`config.mk`:
```
export PLATFORM = sky130hd
export DESIGN_NAME = dedup_packet_fifo_with_range_count
export DESIGN_NICKNAME = d
export VERILOG_FILES = /design/src/rtl/dpf_pkg.sv /design/src/rtl/dedup_packet_fifo_with_range_count.sv /design/src/rtl/dpf_cell.sv /design/src/rtl/dpf_scan.sv
export VERILOG_INCLUDE_DIRS = /design/src /design/src/rtl
export SDC_FILE = /design/constraint.sdc
export NUM_CORES = 2
export LEC_CHECK = 0
export BUFFER_PORTS_ARGS = -buffer_cell sky130_fd_sc_hd__buf_4
export CAP_MARGIN = 30
export CORE_UTILIZATION = 60
export CTS_BUF_LIST = sky130_fd_sc_hd__clkbuf_16
export DETAILED_ROUTE_END_ITERATION = 16
export PLACE_DENSITY = 0.73
export SLEW_MARGIN = 10
export SYNTH_ARGS = -nofsm -noshare
export SYNTH_HDL_FRONTEND = slang
export SYNTH_SLANG_ARGS = --single-unit
export TNS_END_PERCENT = 100
```
`constraint.sdc`:
```
create_clock -name clk -period 15.6 [get_ports clk]
set_clock_uncertainty 0.2 [all_clocks]
set_input_delay 0.78 -clock clk [delete_from_list [all_inputs] [get_ports clk]]
set_output_delay 0.78 -clock clk [all_outputs]
set_load 0.1 [all_outputs]
```
`src/rtl/dedup_packet_fifo_with_range_count_macros.svh`:
```
// ----------------------------------------------------------------------------
// dedup packet fifo assertion macros
// shared concurrent assertion forms for the packet buffer rtl
// ----------------------------------------------------------------------------
`ifndef DEDUP_PACKET_FIFO_WITH_RANGE_COUNT_MACROS_SVH
`define DEDUP_PACKET_FIFO_WITH_RANGE_COUNT_MACROS_SVH

// checked on every clock edge outside reset
`define DPF_ASSERT(lbl, clk_sig, rst_sig, prop, msg) \
  lbl: assert property (@(posedge clk_sig) disable iff (rst_sig) prop) else $error(msg);

// checked on every clock edge, reset included
`define DPF_ASSERT_ALWAYS(lbl, clk_sig, prop, msg) \
  lbl: assert property (@(posedge clk_sig) prop) else $error(msg);

`endif

```
`src/rtl/dpf_pkg.sv`:
```
// ----------------------------------------------------------------------------
// dpf_pkg
// types and codes shared by the packet buffer cells, scan unit and top level
// ----------------------------------------------------------------------------
`timescale 1ns / 1ps

package dpf_pkg;

  // operation codes carried on the input tuser
  localparam logic [1:0] FUNC_ADD = 2'd0;
  localparam logic [1:0] FUNC_FWD = 2'd1;
  localparam logic [1:0] FUNC_CNT = 2'd2;

  // count result width and saturation value
  localparam int COUNT_W = 7;
  localparam logic [COUNT_W-1:0] COUNT_MAX = {COUNT_W{1'b1}};

  // limit register
  localparam int LIMIT_W = 7;
  localparam logic [LIMIT_W-1:0] LIMIT_RESET = 7'd64;

  // one stored packet
  typedef struct packed {
    logic [31:0] stamp;
    logic [15:0] dst;
    logic [15:0] src;
  } entry_t;

  // per-cycle control from the sequencer to the scan unit
  typedef struct packed {
    logic clear;
    logic step;
    logic occupied;
    logic head;
  } scan_ctl_t;

  // sequencer states
  typedef enum logic [2:0] {
    ST_IDLE,
    ST_SCAN,
    ST_DECIDE,
    ST_EVICT,
    ST_WRITE,
    ST_DONE
  } state_t;

endpackage

```
`src/rtl/dedup_packet_fifo_with_range_count.sv`:
```
// ----------------------------------------------------------------------------
// dedup_packet_fifo_with_range_count
// bounded packet buffer with duplicate rejection, forward of the oldest
// packet and a count by destination over a time window
// ----------------------------------------------------------------------------
// Usage: one command word enters on s_*, tuser carries the operation (add,
// forward, count), tdata the packet and the count window. Exactly one result
// word leaves on m_* per command. The user must write the limit register on
// cfg_* only while the block is idle; the block itself does not enforce it.
// Values of 0 act as 1, values above DEPTH act as DEPTH.
// The packets sit in a ring of DEPTH cells. Every add, forward and count
// rotates the ring once through the tap unit, one cell per cycle. After the
// scan come the decide and done states; an add that is no duplicate also
// passes evict and write between them, and an unused code goes straight to
// done. From done the block returns to idle before it takes the next command.
// The result sits in its own register, so the next command is taken while
// an earlier result still waits; a stalled receiver only holds the block
// once a second result is ready. Reset empties the buffer at once (no
// clearing pass), sets the limit to 64 and drops any pending result.
// ----------------------------------------------------------------------------
`timescale 1ns / 1ps
`include "dedup_packet_fifo_with_range_count_macros.svh"

module dedup_packet_fifo_with_range_count
  import dpf_pkg::*;
#(
  parameter int DEPTH = 64
) (
  input  logic         clk,
  input  logic         rst,
  // command word
  input  logic         s_tvalid,
  output logic         s_tready,
  // tdata: source, destination, timestamp, start_time, end_time
  input  logic [127:0] s_tdata,
  // tuser: func
  input  logic [1:0]   s_tuser,
  // result word
  output logic         m_tvalid,
  input  logic         m_tready,
  // tdata: added, fwd_source, fwd_destination, fwd_timestamp, match_count
  output logic [71:0]  m_tdata,
  // tuser: fwd_valid
  output logic [0:0]   m_tuser,
  // limit register write
  input  logic         cfg_valid,
  output logic         cfg_ready,
  input  logic [6:0]   cfg_data
);

  localparam int PW = (DEPTH > 1) ? $clog2(DEPTH) : 1;
  localparam int CW = $clog2(DEPTH + 1);
  localparam int SW = PW + 1;
  localparam int LW = (CW > LIMIT_W) ? CW : LIMIT_W;
  localparam logic [PW-1:0] LAST = PW'(DEPTH - 1);

  state_t state, state_next;

  logic [PW-1:0]      oldest_pointer;
  logic [CW-1:0]      fill;
  logic [PW-1:0]      scan_idx;
  logic [PW-1:0]      off;
  logic [LIMIT_W-1:0] memory_limit;
  logic [CW-1:0]      lim;
  logic [CW-1:0]      drop;
  logic [PW-1:0]      slot;
  logic               added_flag;
  logic               fwd_hit;
  logic               out_free;
  logic               accept;

  // request holding registers
  logic [1:0]  req_func;
  entry_t      req_entry;
  logic [31:0] req_t0;
  logic [31:0] req_t1;

  // ring and tap
  entry_t            cell_q [DEPTH];
  logic [DEPTH-1:0]  cell_load;
  logic              ring_shift;
  scan_ctl_t         scan_ctl;
  logic              scan_dup;
  logic [COUNT_W-1:0] scan_count;
  entry_t            scan_head;

  function automatic logic [PW-1:0] wrap(input logic [SW-1:0] v);
    if (v >= SW'(DEPTH)) begin
      return PW'(v - SW'(DEPTH));
    end else begin
      return PW'(v);
    end
  endfunction

  assign accept    = s_tvalid && s_tready;
  assign out_free  = !m_tvalid || m_tready;
  assign cfg_ready = !rst;

  // clamped limit
  always_comb begin
    if (memory_limit == '0) begin
      lim = CW'(1);
    end else if (LW'(memory_limit) > LW'(DEPTH)) begin
      lim = CW'(DEPTH);
    end else begin
      lim = CW'(LW'(memory_limit));
    end
  end

  assign drop = fill - (lim - CW'(1));
  assign slot = wrap(SW'(oldest_pointer) + SW'(fill));

  // next state
  always_comb begin
    state_next = state;
    unique case (state)
      ST_IDLE: begin
        if (accept) begin
          if ((s_tuser == FUNC_ADD) || (s_tuser == FUNC_FWD) || (s_tuser == FUNC_CNT)) begin
            state_next = ST_SCAN;
          end else begin
            state_next = ST_DONE;
          end
        end
      end
      ST_SCAN: begin
        if (scan_idx == LAST) begin
          state_next = ST_DECIDE;
        end
      end
      ST_DECIDE: begin
        if ((req_func == FUNC_ADD) && !scan_dup) begin
          state_next = ST_EVICT;
        end else begin
          state_next = ST_DONE;
        end
      end
      ST_EVICT: state_next = ST_WRITE;
      ST_WRITE: state_next = ST_DONE;
      ST_DONE: begin
        if (out_free) begin
          state_next = ST_IDLE;
        end
      end
      default: state_next = ST_IDLE;
    endcase
  end

  // outputs of the sequencer
  always_comb begin
    s_tready          = 1'b0;
    ring_shift        = 1'b0;
    scan_ctl          = '0;
    unique case (state)
      ST_IDLE: begin
        s_tready       = !rst;
        scan_ctl.clear = accept;
      end
      ST_SCAN: begin
        ring_shift        = 1'b1;
        scan_ctl.step     = 1'b1;
        scan_ctl.occupied = CW'(off) < fill;
        scan_ctl.head     = (off == '0) && (fill != '0);
      end
      default: begin
      end
    endcase
  end

  // write decode, one load strobe per cell
  always_comb begin
    for (int i = 0; i < DEPTH; i++) begin
      cell_load[i] = (state == ST_WRITE) && (slot == PW'(i));
    end
  end

  // state register
  always_ff @(posedge clk) begin
    if (rst) begin
      state <= ST_IDLE;
    end else begin
      state <= state_next;
    end
  end

  // control state: pointers, fill, limit, flags
  always_ff @(posedge clk) begin
    if (rst) begin
      oldest_pointer <= '0;
      fill           <= '0;
      memory_limit   <= LIMIT_RESET;
      added_flag     <= 1'b0;
      fwd_hit        <= 1'b0;
      scan_idx       <= '0;
      off            <= '0;
    end else begin
      if (cfg_valid && cfg_ready) begin
        memory_limit <= cfg_data;
      end
      unique case (state)
        ST_IDLE: begin
          if (accept) begin
            added_flag <= 1'b0;
            fwd_hit    <= 1'b0;
            scan_idx   <= '0;
            off        <= (oldest_pointer == '0) ? '0 :
                          PW'(SW'(DEPTH) - SW'(oldest_pointer));
          end
        end
        ST_SCAN: begin
          scan_idx <= (scan_idx == LAST) ? '0 : scan_idx + 1'b1;
          off      <= (off == LAST) ? '0 : off + 1'b1;
        end
        ST_DECIDE: begin
          // forward drops the oldest entry
          if ((req_func == FUNC_FWD) && (fill != '0)) begin
            fwd_hit        <= 1'b1;
            oldest_pointer <= wrap(SW'(oldest_pointer) + SW'(1));
            fill           <= fill - 1'b1;
          end
        end
        ST_EVICT: begin
          if (fill >= lim) begin
            oldest_pointer <= wrap(SW'(oldest_pointer) + SW'(drop));
            fill           <= lim - CW'(1);
          end
        end
        ST_WRITE: begin
          fill       <= fill + 1'b1;
          added_flag <= 1'b1;
        end
        default: begin
        end
      endcase
    end
  end

  // latch the command word
  always_ff @(posedge clk) begin
    if (accept) begin
      req_func        <= s_tuser;
      req_entry.src   <= s_tdata[15:0];
      req_entry.dst   <= s_tdata[31:16];
      req_entry.stamp <= s_tdata[63:32];
      req_t0          <= s_tdata[95:64];
      req_t1          <= s_tdata[127:96];
    end
  end

  // ring of cells, rotating toward cell 0
  for (genvar g = 0; g < DEPTH; g++) begin : g_cell
    dpf_cell u_cell (
      .clk      (clk),
      .shift    (ring_shift),
      .load     (cell_load[g]),
      .shift_in (cell_q[(g + 1) % DEPTH]),
      .load_in  (req_entry),
      .q        (cell_q[g])
    );
  end

  dpf_scan u_scan (
    .clk        (clk),
    .ctl        (scan_ctl),
    .tap        (cell_q[0]),
    .query      (req_entry),
    .start_time (req_t0),
    .end_time   (req_t1),
    .dup        (scan_dup),
    .count      (scan_count),
    .head       (scan_head)
  );

  // result register
  always_ff @(posedge clk) begin
    if (rst) begin
      m_tvalid <= 1'b0;
    end else if ((state == ST_DONE) && out_free) begin
      m_tvalid <= 1'b1;
    end else if (m_tready) begin
      m_tvalid <= 1'b0;
    end
  end

  always_ff @(posedge clk) begin
    if ((state == ST_DONE) && out_free) begin
      m_tdata[0]     <= added_flag;
      m_tdata[16:1]  <= fwd_hit ? scan_head.src : 16'd0;
      m_tdata[32:17] <= fwd_hit ? scan_head.dst : 16'd0;
      m_tdata[64:33] <= fwd_hit ? scan_head.stamp : 32'd0;
      m_tdata[71:65] <= (req_func == FUNC_CNT) ? scan_count : '0;
      m_tuser[0]     <= fwd_hit;
    end
  end

  // checks
  `DPF_ASSERT(a_fill_bound, clk, rst, (fill <= CW'(DEPTH)), "fill above depth")
  `DPF_ASSERT(a_ptr_bound, clk, rst, (oldest_pointer <= LAST), "oldest pointer out of range")
  `DPF_ASSERT(a_evict_room, clk, rst, (state == ST_EVICT) |=> (fill < CW'(DEPTH)),
              "no room after evict")
  `DPF_ASSERT(a_scan_end, clk, rst,
              (state == ST_SCAN && scan_idx == LAST) |=> (state == ST_DECIDE),
              "scan overran the ring")
  `DPF_ASSERT(a_accept_go, clk, rst, accept |=> (state == ST_SCAN || state == ST_DONE),
              "command not started")
  `DPF_ASSERT_ALWAYS(a_ready_idle, clk, (s_tready == ((state == ST_IDLE) && !rst)),
                     "ready outside idle")

endmodule

```
`src/rtl/dpf_cell.sv`:
```
// ----------------------------------------------------------------------------
// dpf_cell
// one storage cell of the packet ring: loads a new packet or takes its
// neighbor's packet when the ring rotates
// ----------------------------------------------------------------------------
`timescale 1ns / 1ps

module dpf_cell
  import dpf_pkg::*;
(
  input  logic   clk,
  input  logic   shift,
  input  logic   load,
  input  entry_t shift_in,
  input  entry_t load_in,
  output entry_t q
);

  entry_t held;

  // payload storage, no reset needed
  always_ff @(posedge clk) begin
    if (load) begin
      held <= load_in;
    end else if (shift) begin
      held <= shift_in;
    end
  end

  assign q = held;

endmodule

```
`src/rtl/dpf_scan.sv`:
```
// ----------------------------------------------------------------------------
// dpf_scan
// tap unit at the head of the ring: duplicate check, range count and
// capture of the oldest packet, one stored entry per cycle
// ----------------------------------------------------------------------------
`timescale 1ns / 1ps

module dpf_scan
  import dpf_pkg::*;
(
  input  logic               clk,
  input  scan_ctl_t          ctl,
  input  entry_t             tap,
  input  entry_t             query,
  input  logic [31:0]        start_time,
  input  logic [31:0]        end_time,
  output logic               dup,
  output logic [COUNT_W-1:0] count,
  output entry_t             head
);

  logic hit_dup;
  logic hit_range;

  // compares against the entry under the tap
  assign hit_dup   = ctl.occupied && (tap == query);
  assign hit_range = ctl.occupied && (tap.dst == query.dst) &&
                     (tap.stamp >= start_time) && (tap.stamp <= end_time);

  // accumulate over the scan
  always_ff @(posedge clk) begin
    if (ctl.clear) begin
      dup   <= 1'b0;
      count <= '0;
    end else if (ctl.step) begin
      if (hit_dup) begin
        dup <= 1'b1;
      end
      if (hit_range && (count != COUNT_MAX)) begin
        count <= count + 1'b1;
      end
    end
  end

  // grab the oldest packet as it passes the tap
  always_ff @(posedge clk) begin
    if (ctl.step && ctl.head) begin
      head <= tap;
    end
  end

endmodule
```
### Word-level counts from Yosys, hierarchy flattened

Cells that the tools add are included.
W data, S select, Z words.

* flip-flop bits (word level): 4409
* input port bits: 142
* output and inout bits: 76

* $add $sub $neg: 14
* magnitude comparators: 8
* equality and inequality tests: 82
* muxes and demuxes: 162
* reduce and logical (&&, ||, !) cells: 168

Operators with widths (count)
* $mux W64: 128
* $eq A6 B6 Y1 const B: 34
* $reduce_bool A2 Y1: 69
* $eq A6 B5 Y1 const B: 16
* $logic_and A1 B1 Y1: 76
* $eq A64 B64 Y1: 1
* $mux W6: 10
* $eq A6 B4 Y1 const B: 8
* $pmux W6 S2: 3
* $ge A32 B32 Y1: 1
* $le A32 B32 Y1: 1
* $mux W7: 4
* $eq A6 B3 Y1 const B: 4
* $ge A7 B7 Y1 const B: 3
* $pmux W7 S3: 1
* $logic_not A6 Y1: 3
* $mux W3: 6
* $pmux W3 S6: 1
* $sub A6 B1 Y6 const B: 3
* $eq A16 B16 Y1: 1
* $add A6 B7 Y7: 2
* $add A7 B1 Y7 const B: 2
* $sub A7 B1 Y7 const B: 2
* $add A6 B1 Y6 const B: 2
* 26 further kinds: 53

### Depth between registers and ports, before layout

* depth after elaboration: 10
* depth in mapped cells: 19
* mapped depth without buffers: 19

### Modules after synthesis

From an unflattened synthesis, not the netlist that was laid out.

* cells, all modules: 9909
* area, all modules: 200740.0 um2

Modules (own cells, without submodules)
* dpf_cell: instances 64, cells each 136, area an instance 2905.3 um2, sequential area each 1921.8 um2
* dedup_packet_fifo_with_range_count: instances 1, cells each 785, area an instance 10151.0 um2, sequential area each 6856.6 um2
* dpf_scan: instances 1, cells each 420, area an instance 4650.7 um2, sequential area each 2082.0 um2

### Worst setup path before layout

Ideal clock, no wire load.

* kind: input-to-reg
* from: in rst
* to: reg off[2]
* library setup time: 0.084 ns
* arrival time: 8.689 ns
* required time: 15.316 ns
* path slack: 6.627 ns
* stages on the path: 7
* path buffers: 2
* cell sequence: clkbuf_1 nor4_1 nand2_1 inv_1 clkbuf_1 a222oi_1 nor2_1

* cells in the longest elaborated chain, start to end: 5

RTL lines
* start: declaration: RTL line dedup_packet_fifo_with_range_count.sv:30 `input logic rst,`
* $logic_not A1 Y1: RTL line dedup_packet_fifo_with_range_count.sv:156 `s_tready = !rst;`
* $mux W1: RTL line dedup_packet_fifo_with_range_count.sv:154 `unique case (state)`
* named net s_tready: RTL line dedup_packet_fifo_with_range_count.sv:33 `output logic s_tready,`
* $logic_and A1 B1 Y1: RTL line dedup_packet_fifo_with_range_count.sv:95 `assign accept = s_tvalid && s_tready;`
* named net accept: RTL line dedup_packet_fifo_with_range_count.sv:70 `logic accept;`
* $ne A2 B2 Y1 (no line)
* $reduce_and A2 Y1 (no line)
* end signal: assignment: RTL line dedup_packet_fifo_with_range_count.sv:206 `off <= (oldest_pointer == '0) ? '0 :`
* end signal: assignment: RTL line dedup_packet_fifo_with_range_count.sv:212 `off <= (off == LAST) ? '0 : off + 1'b1;`
* end: declaration: RTL line dedup_packet_fifo_with_range_count.sv:62 `logic [PW-1:0] off;`

The timed path passes the listed nets, and every way through them passes these cells.
A chain may end at the register's enable or synchronous reset.

### Final worst setup path

* from: reg oldest_pointer[0]
* to: reg g_cell[30].u_cell.held, in the netlist g_cell[30].u_cell.q[0] (enable)

* cells in the longest elaborated chain, start to end: 6
* elaborated cells on any way between the ends: 7

RTL lines
* start: declaration: RTL line dedup_packet_fifo_with_range_count.sv:59 `logic [PW-1:0] oldest_pointer;`
* start signal: assignment: RTL line dedup_packet_fifo_with_range_count.sv:218 `oldest_pointer <= wrap(SW'(oldest_pointer) + SW'(1));`
* start signal: assignment: RTL line dedup_packet_fifo_with_range_count.sv:224 `oldest_pointer <= wrap(SW'(oldest_pointer) + SW'(drop));`
* $add A6 B7 Y7 *: RTL line dedup_packet_fifo_with_range_count.sv:111 `assign slot = wrap(SW'(oldest_pointer) + SW'(fill));`
* $sub A6 B1 Y6 or $ge A7 B7 Y1 (tied branches): RTL line dedup_packet_fifo_with_range_count.sv:89, dedup_packet_fifo_with_range_count.sv:88
* $mux W6 *: RTL line dedup_packet_fifo_with_range_count.sv:88 `if (v >= SW'(DEPTH)) begin`
* $eq A6 B5 Y1 *: RTL line dedup_packet_fifo_with_range_count.sv:173 `cell_load[i] = (state == ST_WRITE) && (slot == PW'(i));`
* $logic_and A1 B1 Y1 *: RTL line dedup_packet_fifo_with_range_count.sv:173
* $reduce_bool A2 Y1 (no line) *
* end signal: assignment: RTL line dpf_cell.sv:24 `held <= load_in;`
* end signal: assignment: RTL line dpf_cell.sv:26 `held <= shift_in;`
* end: declaration: RTL line dpf_cell.sv:19 `entry_t held;`

Every way passes the cells marked *; elsewhere a longest branch is shown, timed or not.

==> metrics.csv <==
metric,value,unit
hold_path.class,input pin to register,
r2r-start,oldest_pointer[0],
area.growth.synth_to_final,11.3,%
fin_crit_sh,33.9,%
cts-root-buf,clkbuf_16,
dp_hpwl,270000,µm
syn_area,0.190,mm²
tns,0,ns
status,"finished, final reports clean",
viasPerCell,6.26,
synthDominantCellAreaShare,69.1,%
grt_pass1_vias,96492,
synth.distinct_cells,65,
grt_pass1_wl,668000,µm
yosys_most_used_dff,edfxtp_1,
numCtsBuffers,445,
cts_num_sinks,4409,
synth-edff-count,4363,
pin_count,218,
wl_met3,34100,µm
ys_seq_elements,4409,
worstPathRequired,15.95,ns
whs_path_depth,2,
grt_use_total,28.5,%
dr.first_iter.drc_count,9677,
die_h,564,µm
ys_seq_area_share,69.6,%
ant_nets,0,
yosys.area.top_type,edfxtp_1,
fin_cells,15116,
syn_inst,10366,
die_width,564,µm
hp-start,rst,
grt_start_max_net_pins,83,
max_freq,189,MHz
coreArea,0.315,mm²
antenna_found_initial,24,
vias,94574,
irDropWorstVdd,0.117,mV
hold_slack,0.0514,ns
crit_path_start,oldest_pointer[0],
slew_headroom,27.3,%
rsz0062_at_grt,no,
clk_pin_slew_worst_paths,0.07,ns
arrival,5.63,ns
gr-total-overflow,0,
crit_path_end_kind,register,
die-area,0.318,mm²
cts.path.max_buffers,4,
power_density,169,mW/mm²
hold_viol,0,
wl_per_cell,30.2,µm
cts_tree,done,
crit_type,register to register,
rows,206,
dp.cells,14114,
cap_violations,0,
drive_above_1_share,47.8,%
yosysWarnings,0,
drv_slew,0,
p_leak,0.0721,µW
place_congestion,0.857,
syn-num-nets,10614,
worstPathMaxFanout,65,
wl_met2,214000,µm
synth.most_common_cell,edfxtp_1,
setup_violations,0,
dr.pass1.iters,5,
startpoint_type,register,
min_period,5.29,ns
synth_common_cells,"edfxtp_1, mux2_2, clkbuf_1, buf_4, mux2_1",
clock_latency,1.00,ns
synth.avg_cell_area,18.3,µm²
async_reset_ff_share,0,%
finalNetCount,10823,
ctsHtreeMaxLevel,5,
drc,0,
top_layer,met5,
worstMarginPinSlew,1.09,ns
wl_met1,192000,µm
yosys-top-cells-area,"edfxtp_1, mux2_2, clkbuf_1",
finalWirelength,456000,µm
start_util,60.3,%
ff2ff_path_depth,11,
numPortBuffers,217,
[worst paths after layout]
| check | to | slack [ns] |
|---|---|---|
| setup reg to reg | g_cell[30].u_cell.q[0] | 10.31 |
| setup / recovery | g_cell[30].u_cell.q[0] | 10.31 |
| hold / removal | added_flag | 0.05 |
| hold reg to reg | g_cell[29].u_cell.q[0] | 0.30 |
[registers in the layout (all words and copies together), names as in the netlist, 7 cells and up]
register and cells:
req_t0 32, u_scan.head 64, memory_limit 7, u_scan.count 7, m_tdata 72, req_t1 32
fill 7, g_cell.u_cell.q 4096, req_entry 64
[power by group]
| part | internal (µW) | switching, µW | leakage, µW |
|---|---|---|---|
| Combinational | 2490 | 3820 | 0.0234 |
| Sequential | 17700 | 1230 | 0.0413 |
| Clock | 5960 | 4580 | 0.00739 |
[cells by family after synthesis]
group	count (synthesis)	synth area share, %
DFF	4409	69.6
adders and majority gates	106	0.727
xor gates and xnor gates	88	0.406
buffers and inverters	1011	2.93
muxes	4104	24.4
AOI/OAI and AO/OA	205	0.663
and+or+nand+nor	443	1.35
[per-layer routing]
layer  vias up  track usage [%]
met5         -                0
met2      3794             44.9
met4        10             9.71
met3       754             4.87
li1      40418                -
met1     49598             40.5
[layout make-up]
class | instances | area [µm²]
Clock inverter | 365 | 3160
Inverter | 102 | 388
Antenna cell | 14 | 35.0
Clock buffer | 449 | 11200
Fill cell | 19950 | 104000
Sequential cell | 4409 | 132000
Multi-Input combinational cell | 4946 | 52800
Timing Repair Buffer | 671 | 6410
Tap cell | 4160 | 5200
[per-stage QoR]
step	instance area [µm²]	worst slack (ns)	power [µW]	utilization [%]
2_1_floorplan	190000	6.63	22900	-
3_5_place_dp	194000	10.29	25300	61.8
3_3_place_gp	194000	10.35	25100	61.6
4_1_cts	210000	10.21	35800	66.8
6_report	211000	10.31	35800	67.1
5_1_grt	211000	9.94	37000	67.1
[worst max-delay path: stages (launching register included)]
cell and delay, ns:
dfxtp_1 0.48, ha_1 0.32, fa_1 0.45, a21oi_1 0.21, nor2_1 0.06, nor2_1 0.14, xnor2_1 0.29, and2_1 0.84
nand2_2 0.11, buf_4 0.42, nand2_2 0.70, buf_4 0.56
[cells in the final DEF (no fill, tap or decap), drive strengths merged, types with 46 or more instances in the layout]
cell type,instances
ha,99
nand2,129
buf,533
a21oi,68
clkinv,204
and2,77
xor2,53
mux2,4096
clkbuf,449
dlygate4sd3,138
inv,207
edfxtp,4363
o21ai,60
nor2,124
dfxtp,46
[repair_timing]
action                                  CTS  global route
hold buffers                            138             0
gates resized for setup                   0             0
endpoints found under the setup margin    0             0
setup buffers                             0             0
hold endpoints to repair                137             0
Note: power is estimated with default switching activity, not from simulation.
